--- src/sv/cdab_pkg.sv ---
`timescale 1ns / 1ps

package cdab_pkg;

    localparam int MAX_DIM  = 4096;
    localparam int COORD_W  = $clog2(MAX_DIM);
    localparam int SIZE_W   = COORD_W + 1;

    localparam int CHAN_W   = 8;
    localparam int COLOR_W  = 3 * CHAN_W;
    localparam int SQ_W     = 2 * CHAN_W;
    localparam int DIST_W   = SQ_W + 2;
    localparam int PROX_W   = 7;
    localparam int SCALED_W = 25;

    localparam int LINE_W   = 13;
    localparam int CFG_IDX_W = 2;
    localparam int CFG_DATA_W = 24;

    localparam logic [DIST_W-1:0]   FULL_DIST = DIST_W'(255 * 255 * 3);
    localparam logic [SCALED_W-1:0] PERCENT   = SCALED_W'(100);

    localparam logic [CFG_IDX_W-1:0] REG_TARGET_COLOR = 2'd0;
    localparam logic [CFG_IDX_W-1:0] REG_PROXIMITY    = 2'd1;
    localparam logic [CFG_IDX_W-1:0] REG_LINE_WIDTH   = 2'd2;

    localparam logic [COLOR_W-1:0] TARGET_RESET = '1;
    localparam logic [PROX_W-1:0]  PROX_RESET   = '0;
    localparam logic [LINE_W-1:0]  LINE_RESET   = LINE_W'(MAX_DIM);

    // result tdata layout; the struct below lists the highest bit first
    localparam int OUT_BITS  = 4 * COORD_W + 2 * SIZE_W + 1;
    localparam int OUT_TDATA_W = ((OUT_BITS + 7) / 8) * 8;
    localparam int IN_TDATA_W  = ((COLOR_W + 7) / 8) * 8;

    typedef struct packed {
        logic                any_dirty;
        logic [SIZE_W-1:0]   crop_height;
        logic [SIZE_W-1:0]   crop_width;
        logic [COORD_W-1:0]  box_bottom;
        logic [COORD_W-1:0]  box_right;
        logic [COORD_W-1:0]  box_top;
        logic [COORD_W-1:0]  box_left;
    } box_result_t;

    function automatic logic [SQ_W-1:0] chan_sq(input logic [CHAN_W-1:0] a,
                                                input logic [CHAN_W-1:0] b);
        logic [CHAN_W-1:0] d;
        d = (a > b) ? (a - b) : (b - a);
        return SQ_W'(d) * SQ_W'(d);
    endfunction

endpackage

--- src/sv/color_distance_autocrop_box_top.sv ---
`timescale 1ns / 1ps

// Color distance autocrop: finds the bounding box of pixels whose squared distance
// from a background color exceeds a percentage of the squared black-to-white one.
// Input stream: one RGB pixel per transaction in raster order, s_tdata[23:0]
// holds red 23:16, green 15:8, blue 7:0; s_tlast marks the frame's last pixel.
// Column and row are counted internally, the column wraps at line_width.
// Result stream: one transaction per frame, issued for the pixel with s_tlast.
// m_tvalid rises once the last pixel has passed the input register, the
// squared-distance register and the box update into the output register.
// Throughput is one pixel per cycle while s_tready is high. Configuration is
// written through cfg_we/cfg_index/cfg_wdata; the user must write it only while no
// frame is in flight, and the block itself does not enforce this.
// Reset (synchronous, aresetn low) restores register defaults and clears the
// counters and the box. If the receiver stalls, a waiting result holds in the
// output register and pixels keep flowing; only a second frame end stalls
// s_tready until the waiting result is taken.
module color_distance_autocrop_box_top (
    input  logic                                aclk,
    input  logic                                aresetn,
    input  logic                                s_tvalid,
    output logic                                s_tready,
    input  logic [cdab_pkg::IN_TDATA_W-1:0]     s_tdata,   // pixel_color
    input  logic                                s_tlast,
    output logic                                m_tvalid,
    input  logic                                m_tready,
    // box_left, box_top, box_right, box_bottom, crop_width, crop_height, any_dirty
    output logic [cdab_pkg::OUT_TDATA_W-1:0]    m_tdata,
    input  logic                                cfg_we,
    input  logic [cdab_pkg::CFG_IDX_W-1:0]      cfg_index,
    input  logic [cdab_pkg::CFG_DATA_W-1:0]     cfg_wdata
);

    localparam int CW = cdab_pkg::COORD_W;
    localparam int SW = cdab_pkg::SIZE_W;

    // configuration
    logic [cdab_pkg::COLOR_W-1:0]  target_reg;
    logic [cdab_pkg::PROX_W-1:0]   prox_reg;
    logic [cdab_pkg::LINE_W-1:0]   line_reg;
    logic [cdab_pkg::SCALED_W-1:0] thresh_reg;

    always_ff @(posedge aclk) begin
        if (!aresetn) begin
            target_reg <= cdab_pkg::TARGET_RESET;
            prox_reg   <= cdab_pkg::PROX_RESET;
            line_reg   <= cdab_pkg::LINE_RESET;
            thresh_reg <= '0;
        end else begin
            if (cfg_we) begin
                unique case (cfg_index)
                    cdab_pkg::REG_TARGET_COLOR: target_reg <= cfg_wdata[cdab_pkg::COLOR_W-1:0];
                    cdab_pkg::REG_PROXIMITY:    prox_reg   <= cfg_wdata[cdab_pkg::PROX_W-1:0];
                    cdab_pkg::REG_LINE_WIDTH:   line_reg   <= cfg_wdata[cdab_pkg::LINE_W-1:0];
                    default: ;
                endcase
            end
            thresh_reg <= cdab_pkg::SCALED_W'(prox_reg)
                        * cdab_pkg::SCALED_W'(cdab_pkg::FULL_DIST);
        end
    end

    logic [cdab_pkg::LINE_W-1:0] eff_width;
    always_comb begin
        if (line_reg == '0)
            eff_width = cdab_pkg::LINE_W'(1);
        else if (line_reg > cdab_pkg::LINE_W'(cdab_pkg::MAX_DIM))
            eff_width = cdab_pkg::LINE_W'(cdab_pkg::MAX_DIM);
        else
            eff_width = line_reg;
    end

    // pipeline control
    logic p1_valid_reg, p2_valid_reg;
    logic p1_last_reg, p2_last_reg;
    logic [cdab_pkg::COLOR_W-1:0] p1_pix_reg;
    logic [cdab_pkg::DIST_W-1:0]  p2_dist_reg;
    logic out_valid_reg;
    cdab_pkg::box_result_t out_data_reg;

    logic out_free, p2_fire, p2_take;
    assign out_free = !out_valid_reg || m_tready;
    assign p2_fire  = p2_valid_reg && (!p2_last_reg || out_free);
    assign p2_take  = !p2_valid_reg || p2_fire;
    assign s_tready = !p1_valid_reg || p2_take;

    always_ff @(posedge aclk) begin
        if (!aresetn) begin
            p1_valid_reg <= 1'b0;
            p2_valid_reg <= 1'b0;
        end else begin
            if (s_tready) p1_valid_reg <= s_tvalid;
            if (p2_take)  p2_valid_reg <= p1_valid_reg;
        end
    end

    logic [cdab_pkg::DIST_W-1:0] dist_next;
    always_comb begin
        dist_next = cdab_pkg::DIST_W'(cdab_pkg::chan_sq(p1_pix_reg[23:16], target_reg[23:16]))
                  + cdab_pkg::DIST_W'(cdab_pkg::chan_sq(p1_pix_reg[15:8],  target_reg[15:8]))
                  + cdab_pkg::DIST_W'(cdab_pkg::chan_sq(p1_pix_reg[7:0],   target_reg[7:0]));
    end

    always_ff @(posedge aclk) begin
        if (s_tready && s_tvalid) begin
            p1_pix_reg  <= s_tdata[cdab_pkg::COLOR_W-1:0];
            p1_last_reg <= s_tlast;
        end
        if (p2_take && p1_valid_reg) begin
            p2_dist_reg <= dist_next;
            p2_last_reg <= p1_last_reg;
        end
    end

    // box tracking
    logic [CW-1:0] col_reg, row_reg, min_col_reg, max_col_reg, min_row_reg, max_row_reg;
    logic          seen_reg;
    logic [CW-1:0] min_col_next, max_col_next, min_row_next, max_row_next;
    logic          seen_next, dirty;
    logic [cdab_pkg::SCALED_W-1:0] scaled;
    cdab_pkg::box_result_t result;

    assign scaled = cdab_pkg::SCALED_W'(p2_dist_reg) * cdab_pkg::PERCENT;
    assign dirty  = scaled > thresh_reg;

    always_comb begin
        min_col_next = min_col_reg;
        max_col_next = max_col_reg;
        min_row_next = min_row_reg;
        max_row_next = max_row_reg;
        seen_next    = seen_reg;
        if (dirty) begin
            if (!seen_reg || col_reg < min_col_reg) min_col_next = col_reg;
            if (!seen_reg || col_reg > max_col_reg) max_col_next = col_reg;
            if (!seen_reg || row_reg < min_row_reg) min_row_next = row_reg;
            if (!seen_reg || row_reg > max_row_reg) max_row_next = row_reg;
            seen_next = 1'b1;
        end
        if (seen_next) begin
            result.box_left   = min_col_next;
            result.box_top    = min_row_next;
            result.box_right  = max_col_next;
            result.box_bottom = max_row_next;
        end else begin
            result.box_left   = '0;
            result.box_top    = '0;
            result.box_right  = '0;
            result.box_bottom = '0;
        end
        result.crop_width  = SW'(result.box_right) - SW'(result.box_left) + SW'(1);
        result.crop_height = SW'(result.box_bottom) - SW'(result.box_top) + SW'(1);
        result.any_dirty   = seen_next;
    end

    always_ff @(posedge aclk) begin
        if (!aresetn) begin
            col_reg     <= '0;
            row_reg     <= '0;
            min_col_reg <= '1;
            max_col_reg <= '0;
            min_row_reg <= '1;
            max_row_reg <= '0;
            seen_reg    <= 1'b0;
        end else if (p2_fire) begin
            if (p2_last_reg) begin
                col_reg     <= '0;
                row_reg     <= '0;
                min_col_reg <= '1;
                max_col_reg <= '0;
                min_row_reg <= '1;
                max_row_reg <= '0;
                seen_reg    <= 1'b0;
            end else begin
                min_col_reg <= min_col_next;
                max_col_reg <= max_col_next;
                min_row_reg <= min_row_next;
                max_row_reg <= max_row_next;
                seen_reg    <= seen_next;
                if ((cdab_pkg::LINE_W'(col_reg) + cdab_pkg::LINE_W'(1)) >= eff_width) begin
                    col_reg <= '0;
                    // row saturates at the last addressable row
                    if (row_reg != '1) row_reg <= row_reg + CW'(1);
                end else begin
                    col_reg <= col_reg + CW'(1);
                end
            end
        end
    end

    // output register
    always_ff @(posedge aclk) begin
        if (!aresetn) begin
            out_valid_reg <= 1'b0;
        end else if (p2_fire && p2_last_reg) begin
            out_valid_reg <= 1'b1;
        end else if (m_tready) begin
            out_valid_reg <= 1'b0;
        end
    end

    always_ff @(posedge aclk) begin
        if (p2_fire && p2_last_reg) out_data_reg <= result;
    end

    assign m_tvalid = out_valid_reg;
    assign m_tdata  = cdab_pkg::OUT_TDATA_W'(out_data_reg);

endmodule

--- config.mk ---
export PLATFORM = sky130hd
export DESIGN_NAME = color_distance_autocrop_box_top
export DESIGN_NICKNAME = d
export VERILOG_FILES = /design/src/sv/cdab_pkg.sv /design/src/sv/color_distance_autocrop_box_top.sv
export SDC_FILE = /design/constraint.sdc
export NUM_CORES = 1
export LEC_CHECK = 0
export BUFFER_PORTS_ARGS = -buffer_cell sky130_fd_sc_hd__buf_2
export CORE_UTILIZATION = 34
export DETAILED_ROUTE_END_ITERATION = 8
export PLACE_DENSITY = 0.59
export SYNTH_ARGS = -nofsm -noshare
export SYNTH_HDL_FRONTEND = slang
export SYNTH_SLANG_ARGS = --single-unit
--- constraint.sdc ---
create_clock -name aclk -period 9.65 [get_ports aclk]
set_clock_uncertainty 0.15 [all_clocks]
set_input_delay 0.965 -clock aclk [delete_from_list [all_inputs] [get_ports aclk]]
set_output_delay 0.965 -clock aclk [all_outputs]
set_load 0.02 [all_outputs]
==> run summary, run 1 <==
Worst Setup Slack, final - 0.6223 ns
WL met3 - 2078 um
Placed Area - 25730 um2
CP dominant cell by count - fa_1
Resize count post-CTS - 0
Max Fclk - 0.1108 GHz
Fin cells - 3612
CORE AREA - 69910 um2
Gr usage total - 15.52%
Worst-case reg-to-reg path depth - 32
R2R Path Start - p1_pix_reg[16]$_DFFE_PP_
Worst-Skew Late Latency - 0.56 ns
Hold worst-path end - p2_last_reg$_DFFE_PP_
WL final - 54970 um
M1 WL - 24960 um
Setup_tns - 0 ns
Worst hold path class - flop to flop
Rel. slew slack - 25.99%
Number of enable flip-flop cells after synthesis - 119
Setup CP Type - flop to flop
Distinct cells, synth - 80
Yosys warnings - 0
Root Buffer - clkbuf_16
Die Y - 267.7 um
Die area - 71670 um2
Max Slew Vio Count - 0
Area grow syn2layout - 11.92%
# DRC - 0
Final period util - 93.55%
Setup crit end kind - flop
Nets@finish - 3234
Via density - 4.833
Maximum buffer depth of the clock tree - 3
# clock sinks - 264
Largest net degree at the start of global routing - 88
H-tree depth - 2
Final hold violation count - 0
Clock-pin slew on the worst setup and hold paths - 0.06 ns
Ys flop type - dfxtp_1
Vias in the first global route - 17300
Core Rows - 97
RR Endpoint - p2_dist_reg[17]$_DFFE_PP_
Placed insts - 3546
Critical hold path startpoint - p1_last_reg$_DFFE_PP_
Chip width - 267.7 um
Crit-path max FO - 9
Commonest non-fill, non-tap cell in the layout - inv_1
Final setup fails - 0
GPL Wtd Cong - 0.8507
Antenna Violating Nets Remaining - 0
IO Port Bufs - 132
Arr. time, crit path - 9.16 ns
Outcome - finished, final reports clean
Slowest stage delay, CP - 0.65 ns
Antenna violations before repair - 5
1st-iter DRT viols - 750
Remaining global-route overflow - 0
Hold depth - 0
TritonCTS buffer count - 36
First-pass GRT wire length - 88960 um
DR WL/cell - 15.22 um
# IOs - 138
FF+latch count, synth - 264
Max-cap violations - 0
Most frequent cells in the layout - 454 x inv_1, 364 x ha_1, 170 x fa_1
Vias post-DR - 17460
Post-synthesis sequential area ratio - 26.98%
Layout cells sized above 1 - 11.04%
Cell count after synthesis - 2523
Placed wire-length estimate - 43860 um
Unrepaired setup endpoints after global routing - false
Max FFs per register - 75
Mapped cell area - 24000 um2
Async set-reset flop share out of synthesis - 0%
Layout fillers - 7115
Starting Density - 34.34%
CP Launch Type - flop
Slowest-stage cell, CP - xor2_1
R2r setup slk - 0.62 ns
Final std cell area, no fill - 26860 um2
Tightest Pin Transition - 1.110 ns
Highest routed layer - met5
First-pass DRT Iterations - 5
# hold bufs at CTS - 0
Synth Area per Inst - 9.514 um2
Setup WS pre-CTS - 0.6647 ns
CTS tree - done
Setup bufs post-CTS - 0
Routed wl met2 - 26530 um
Worst EP required - 9.78 ns
Fin crit period - 9.028 ns
## worst max-delay path, delay by kind of cell (launching register included)
| kind | cells | cell delay [ns] |
|---|---|---|
| adder cells (fa/ha/maj) | 10 | 4.31 |
| AO/OA/AOI/OAI | 9 | 1.99 |
| XOR/XNOR | 2 | 0.74 |
| AND/OR/NAND/NOR | 3 | 0.55 |
| flip-flops | 1 | 0.39 |
| buffers and inverters | 7 | 0.39 |
| multiplexers | 1 | 0.23 |
## through the flow
stage	hold WS [ns]	util, %
final	0.2767	38.43
after global routing	0.2991	38.43
after CTS	0.2782	38.43
after detailed placement	0.2672	36.80
after global placement	0.2524	36.80
after floorplan	0.2503	-
## kinds of logic after synthesis
group                    after synthesis  synth area share [%]
AND/OR/NAND/NOR                      593                 12.19
buffers and inverters                539                 8.679
adder cells (fa/ha/maj)              534                 33.15
AO/OA/AOI/OAI                        447                 13.32
flip-flops                           264                 26.98
XOR/XNOR                             105                 3.956
multiplexers                          40                 1.715
other                                  1               0.01562
## per-layer routing
layer,track usage [%],vias up
li1,-,8790
met5,0,-
met1,19.77,8276
met2,26.79,296
met3,2.335,89
met4,4.958,4
## worst max-delay path by stage
| stage | from | to | slack [ns] | cells past startpoint |
|---|---|---|---|---|
| 6_report | p1_pix_reg[16]$_DFFE_PP_ | p2_dist_reg[17]$_DFFE_PP_ | 0.62 | 32 |
| 3_3_place_gp | p1_pix_reg[16]$_DFFE_PP_ | p2_dist_reg[17]$_DFFE_PP_ | 0.80 | 32 |
| 3_5_place_dp | p1_pix_reg[16]$_DFFE_PP_ | p2_dist_reg[17]$_DFFE_PP_ | 0.66 | 32 |
| 2_1_floorplan | p1_pix_reg[16]$_DFFE_PP_ | p2_dist_reg[17]$_DFFE_PP_ | 1.41 | 32 |
| 5_1_grt | p1_pix_reg[16]$_DFFE_PP_ | p2_dist_reg[17]$_DFFE_PP_ | 0.12 | 32 |
| 4_1_cts | p1_pix_reg[16]$_DFFE_PP_ | p2_dist_reg[17]$_DFFE_PP_ | 0.62 | 32 |
## cell type report
class                           count  area (um2)  share of cell area [%]
Tap cell                          940        1176                   4.378
Clock inverter                     20       178.9                  0.6660
Antenna cell                        1       2.502                0.009315
Multi-Input combinational cell   1724       15480                   57.61
Clock buffer                       45       955.9                   3.558
Sequential cell                   264        6476                   24.11
Timing Repair Buffer              162       885.9                   3.297
Inverter                          456        1712                   6.371
## Yosys cell counts, drive strengths merged (5+ instances only)
cell	n	share of area [%]
a32o	24	1.0
and4	5	0.18
a21boi	23	0.73
nand3b	6	0.19
nor2b	34	0.89
edfxtp	119	15
and3	27	0.70
a21o	47	1.5
nor3b	6	0.19
buf	29	0.70
xor2	31	1.2
mux2	6	0.30
nand4	20	0.52
nor2	150	2.4
a31oi	23	0.60
xnor2	74	2.8
o31ai	27	0.87
and2	36	0.94
nand2	145	2.3
clkbuf	54	0.85
ha	364	19
nand2b	19	0.50
o21bai	15	0.47
nor3	37	0.77
or2	32	0.83
dfxtp	145	12
o21ai	53	1.1
nor4	6	0.16
inv	456	7.1
o21a	17	0.53
mux2i	34	1.4
o2111ai	5	0.18
a211oi	14	0.44
a22oi	8	0.25
or3	15	0.39
o211ai	58	1.9
a221oi	7	0.31
nand3	49	1.0
a31o	12	0.44
fa	170	14
a21oi	84	1.8
Power of run 1 is not shown: default switching activity piles up to over one toggle a cycle in this logic, so the estimate is an artifact.
==> run 2, diff against run 1 <==
--- a/config.mk
+++ b/config.mk
@@ -6,9 +6,10 @@
 export NUM_CORES = 1
 export LEC_CHECK = 0
 export BUFFER_PORTS_ARGS = -buffer_cell sky130_fd_sc_hd__buf_2
-export CORE_UTILIZATION = 34
+export CORE_UTILIZATION = 55
 export DETAILED_ROUTE_END_ITERATION = 8
-export PLACE_DENSITY = 0.59
+export GPL_ROUTABILITY_DRIVEN = 0
+export PLACE_DENSITY = 0.82
 export SYNTH_ARGS = -nofsm -noshare
 export SYNTH_HDL_FRONTEND = slang
 export SYNTH_SLANG_ARGS = --single-unit
==> run summary, run 2 (synthesized netlist as in run 1, its figures left out) <==
Outcome - finished, final reports clean
Worst Setup Slack, final - 0.4276 ns
Nets@finish - 3223
Worst-Skew Late Latency - 0.59 ns
Vias in the first global route - 19010
Starting Density - 55.72%
Layout fillers - 3377
Tightest Pin Transition - 1.093 ns
Die area - 44480 um2
Arr. time, crit path - 9.41 ns
# hold bufs at CTS - 0
WL final - 54630 um
Layout cells sized above 1 - 10.62%
Via density - 5.660
TritonCTS buffer count - 28
Slowest stage delay, CP - 0.65 ns
Largest net degree at the start of global routing - 88
# DRC - 0
First-pass DRT Iterations - 7
CORE AREA - 43080 um2
Max Slew Vio Count - 0
Fin crit period - 9.222 ns
Rel. slew slack - 26.78%
DR WL/cell - 16.86 um
Chip width - 210.9 um
Max Fclk - 0.1084 GHz
H-tree depth - 1
Antenna Violating Nets Remaining - 0
Commonest non-fill, non-tap cell in the layout - inv_1
Final setup fails - 0
Setup CP Type - flop to flop
Setup WS pre-CTS - 0.5375 ns
Worst hold path class - flop to flop
Max FFs per register - 75
# IOs - 138
Die Y - 210.9 um
Most frequent cells in the layout - 454 x inv_1, 364 x ha_1, 170 x fa_1
CP dominant cell by count - fa_1
Setup_tns - 0 ns
Slowest-stage cell, CP - xor2_1
Remaining global-route overflow - 0
Antenna violations before repair - 0
Vias post-DR - 18340
Gr usage total - 24.85%
IO Port Bufs - 132
CP Launch Type - flop
# diodes - 0
1st-iter DRT viols - 1363
Clock-pin slew on the worst setup and hold paths - 0.07 ns
Placed wire-length estimate - 43750 um
Resize count post-CTS - 0
First-pass GRT wire length - 90280 um
Unrepaired setup endpoints after global routing - false
Worst EP required - 9.83 ns
Max-cap violations - 0
Root Buffer - clkbuf_16
Setup crit end kind - flop
Crit-path max FO - 9
Maximum buffer depth of the clock tree - 3
Core Rows - 76
CTS tree - done
Area grow syn2layout - 9.168%
# clock sinks - 264
Final hold violation count - 0
Final period util - 95.57%
[run 2: cell count changes in the layout (fill, tap and decap cells not counted), moves of 2 or more]
cell,delta
buf_4,-4
clkbuf_1,-2
clkbuf_16,-9
clkbuf_8,+2
clkinv_1,-2
clkinv_2,-2
inv_4,-2
inv_6,-2
[run 2: path summary, 6_finish.rpt]
path                                               start                         to  slack (ns)  cells after the start
worst min-delay path               p1_last_reg$_DFFE_PP_      p2_last_reg$_DFFE_PP_        0.28                      0
worst max-delay path            p1_pix_reg[16]$_DFFE_PP_  p2_dist_reg[17]$_DFFE_PP_        0.43                     32
worst min register to register     p1_last_reg$_DFFE_PP_      p2_last_reg$_DFFE_PP_        0.28                      0
worst max register to register  p1_pix_reg[16]$_DFFE_PP_  p2_dist_reg[17]$_DFFE_PP_        0.43                     32
[run 2: through the flow]
step	util [%]	instances	instance area [um2]	hold slack (ns)
after floorplan	-	2527	24020	0.2503
after global placement	58.59	3186	25240	0.2653
after detailed placement	58.59	3186	25240	0.2672
after CTS	60.80	3238	26190	0.2820
after global routing	60.83	3240	26210	0.3065
final	60.83	3240	26210	0.2789
[run 2: layout make-up]
type                    instances  area (um2)  share of cell area (%)
repair buffers                158       855.8                   3.266
clock inverters                16       200.2                  0.7639
multi-input cells            1725       15480                   59.07
clock buffers                  36       750.7                   2.865
flip-flops and latches        264        6476                   24.71
inverters                     456        1712                   6.532
well taps                     585       732.0                   2.793
[run 2: critical path, delay by kind of cell (launching register included)]
kind | cells | cell delay (ns)
AO/OA/AOI/OAI | 9 | 2.05
XOR/XNOR | 2 | 0.80
adder cells (fa/ha/maj) | 10 | 4.37
buffers and inverters | 7 | 0.41
flip-flops | 1 | 0.38
multiplexers | 1 | 0.28
AND/OR/NAND/NOR | 3 | 0.55
[run 2: what timing repair did]
action | in CTS | in global routing
endpoints found under the hold margin | 0 | 0
setup buffers | 0 | 0
setup endpoints to repair | 0 | 1
[run 2: per-layer routing]
layer	vias up	GRT usage, %	part of all wire, %
li1	8756	-	-
met1	8805	29.96	41
met2	658	45.75	50
met3	119	2.988	5.6
met4	0	8.096	3.0
met5	-	0	0
Power of run 2 is left out for the same reason.
==> run 3, diff against run 2 <==
--- a/config.mk
+++ b/config.mk
@@ -6,9 +6,11 @@
 export NUM_CORES = 1
 export LEC_CHECK = 0
 export BUFFER_PORTS_ARGS = -buffer_cell sky130_fd_sc_hd__buf_2
+export CORE_ASPECT_RATIO = 1.5
 export CORE_UTILIZATION = 55
 export DETAILED_ROUTE_END_ITERATION = 8
 export GPL_ROUTABILITY_DRIVEN = 0
+export GPL_TIMING_DRIVEN = 1
 export PLACE_DENSITY = 0.82
 export SYNTH_ARGS = -nofsm -noshare
 export SYNTH_HDL_FRONTEND = slang
==> run summary, run 3 (synthesized netlist as in run 1, its figures left out) <==
Chip width - 172.6 um
Max FFs per register - 75
Rel. slew slack - 34.40%
Worst hold path class - flop to flop
Fin crit period - 9.007 ns
Crit-path max FO - 25
Clock-pin slew on the worst setup and hold paths - 0.07 ns
Commonest non-fill, non-tap cell in the layout - inv_1
Area grow syn2layout - 9.012%
RR Endpoint - m_tdata[72]$_DFFE_PP_
Largest net degree at the start of global routing - 87
Core Rows - 93
CP dominant cell by count - ha_1
Tightest Pin Transition - 0.9839 ns
Slowest stage delay, CP - 0.47 ns
Final setup fails - 0
Max Slew Vio Count - 0
DR WL/cell - 17.21 um
# IOs - 138
WL final - 55550 um
Max Fclk - 0.1110 GHz
First-pass GRT wire length - 92910 um
CTS tree - done
Die Y - 257.9 um
Final hold violation count - 0
Critical hold path startpoint - p1_last_reg$_DFFE_PP_
Slowest-stage cell, CP - or4b_1
Vias post-DR - 18410
Sequential Area - 6476 um2
TritonCTS buffer count - 27
Antenna violations before repair - 1
Hold_ws - 0.2802 ns
Layout cells sized above 1 - 10.73%
Outcome - finished, final reports clean
Die area - 44500 um2
CP Launch Type - flop
Root Buffer - clkbuf_16
Arr. time, crit path - 9.18 ns
Worst-Skew Late Latency - 0.58 ns
Hold depth - 0
Unrepaired setup endpoints after global routing - false
Layout fillers - 3412
Most frequent cells in the layout - 454 x inv_1, 364 x ha_1, 170 x fa_1
Vias in the first global route - 19520
Maximum buffer depth of the clock tree - 3
Final period util - 93.33%
Starting Density - 55.91%
R2R Path Start - p2_dist_reg[2]$_DFFE_PP_
Worst-case reg-to-reg path depth - 34
Nets@finish - 3224
Remaining global-route overflow - 0
Worst EP required - 9.82 ns
Setup_tns - 0 ns
Multi-input gate area - 15490 um2
# hold bufs at CTS - 0
H-tree depth - 1
Max-cap violations - 0
Hold worst-path end - p2_last_reg$_DFFE_PP_
Placed wire-length estimate - 44830 um
First-pass DRT Iterations - 6
R2r setup slk - 0.64 ns
CORE AREA - 42940 um2
Gr usage total - 25.43%
1st-iter DRT viols - 1233
Antenna Violating Nets Remaining - 0
Via density - 5.702
# clock sinks - 264
IO Port Bufs - 132
# DRC - 0
Setup CP Type - flop to flop
Setup crit end kind - flop
[run 3: layout make-up]
class / instances / area share (%)
clock buffer: 30 / 2.625
sequential: 264 / 24.75
inverter: 456 / 6.541
tap: 570 / 2.725
multi-input combinational: 1725 / 59.20
timing repair buffer: 160 / 3.328
clock inverter: 20 / 0.7985
antenna: 3 / 0.02869
[run 3: worst max-delay path by stage]
| stage | start | end |
|---|---|---|
| after floorplan | p1_pix_reg[16]$_DFFE_PP_ | p2_dist_reg[17]$_DFFE_PP_ |
| after global placement | p2_dist_reg[2]$_DFFE_PP_ | m_tdata[59]$_DFFE_PP_ |
| after detailed placement | p2_dist_reg[2]$_DFFE_PP_ | m_tdata[59]$_DFFE_PP_ |
| after CTS | p2_dist_reg[2]$_DFFE_PP_ | m_tdata[59]$_DFFE_PP_ |
| after global routing | p2_dist_reg[2]$_DFFE_PP_ | m_tdata[59]$_DFFE_PP_ |
| final | p2_dist_reg[2]$_DFFE_PP_ | m_tdata[72]$_DFFE_PP_ |
[run 3: per-stage QoR]
stage | instance area (um2) | util (%) | std cells | worst slack [ns]
6_report | 26170 | 60.94 | 3228 | 0.6435
5_1_grt | 26160 | 60.93 | 3226 | 0.01807
4_1_cts | 26140 | 60.88 | 3224 | 0.4041
3_5_place_dp | 25240 | 58.79 | 3174 | 0.4647
3_3_place_gp | 25240 | 58.79 | 3174 | 0.6931
2_1_floorplan | 24020 | - | 2527 | 1.411
[run 3: timing repair]
action | in CTS | in global routing
setup endpoints to repair | 0 | 5
endpoints found under the hold margin | 0 | 0
resized for setup | 0 | 3
setup buffers | 0 | 0
[run 3: worst max-delay path, delay by kind of cell (launching register included)]
family	cells	cell delay (ns)
xor gates and xnor gates	1	0.09
buffers and inverters	2	0.28
AOI/OAI and AO/OA	14	3.18
and+or+nand+nor	9	2.14
adders and majority gates	8	2.52
DFF	1	0.42
[run 3: routing by layer]
layer  vias to the layer above  global-route usage (%)  wire length (um)  part of all wire [%]
met1                      8854                   26.29             20050                    36
li1                       8759                       -                 -                     -
met2                       593                   49.40             29900                    54
met3                       201                   2.488              2446                   4.4
met5                         -                       0                 0                     0
met4                         0                   14.68              3151                   5.7
Power of run 3 is left out for the same reason.
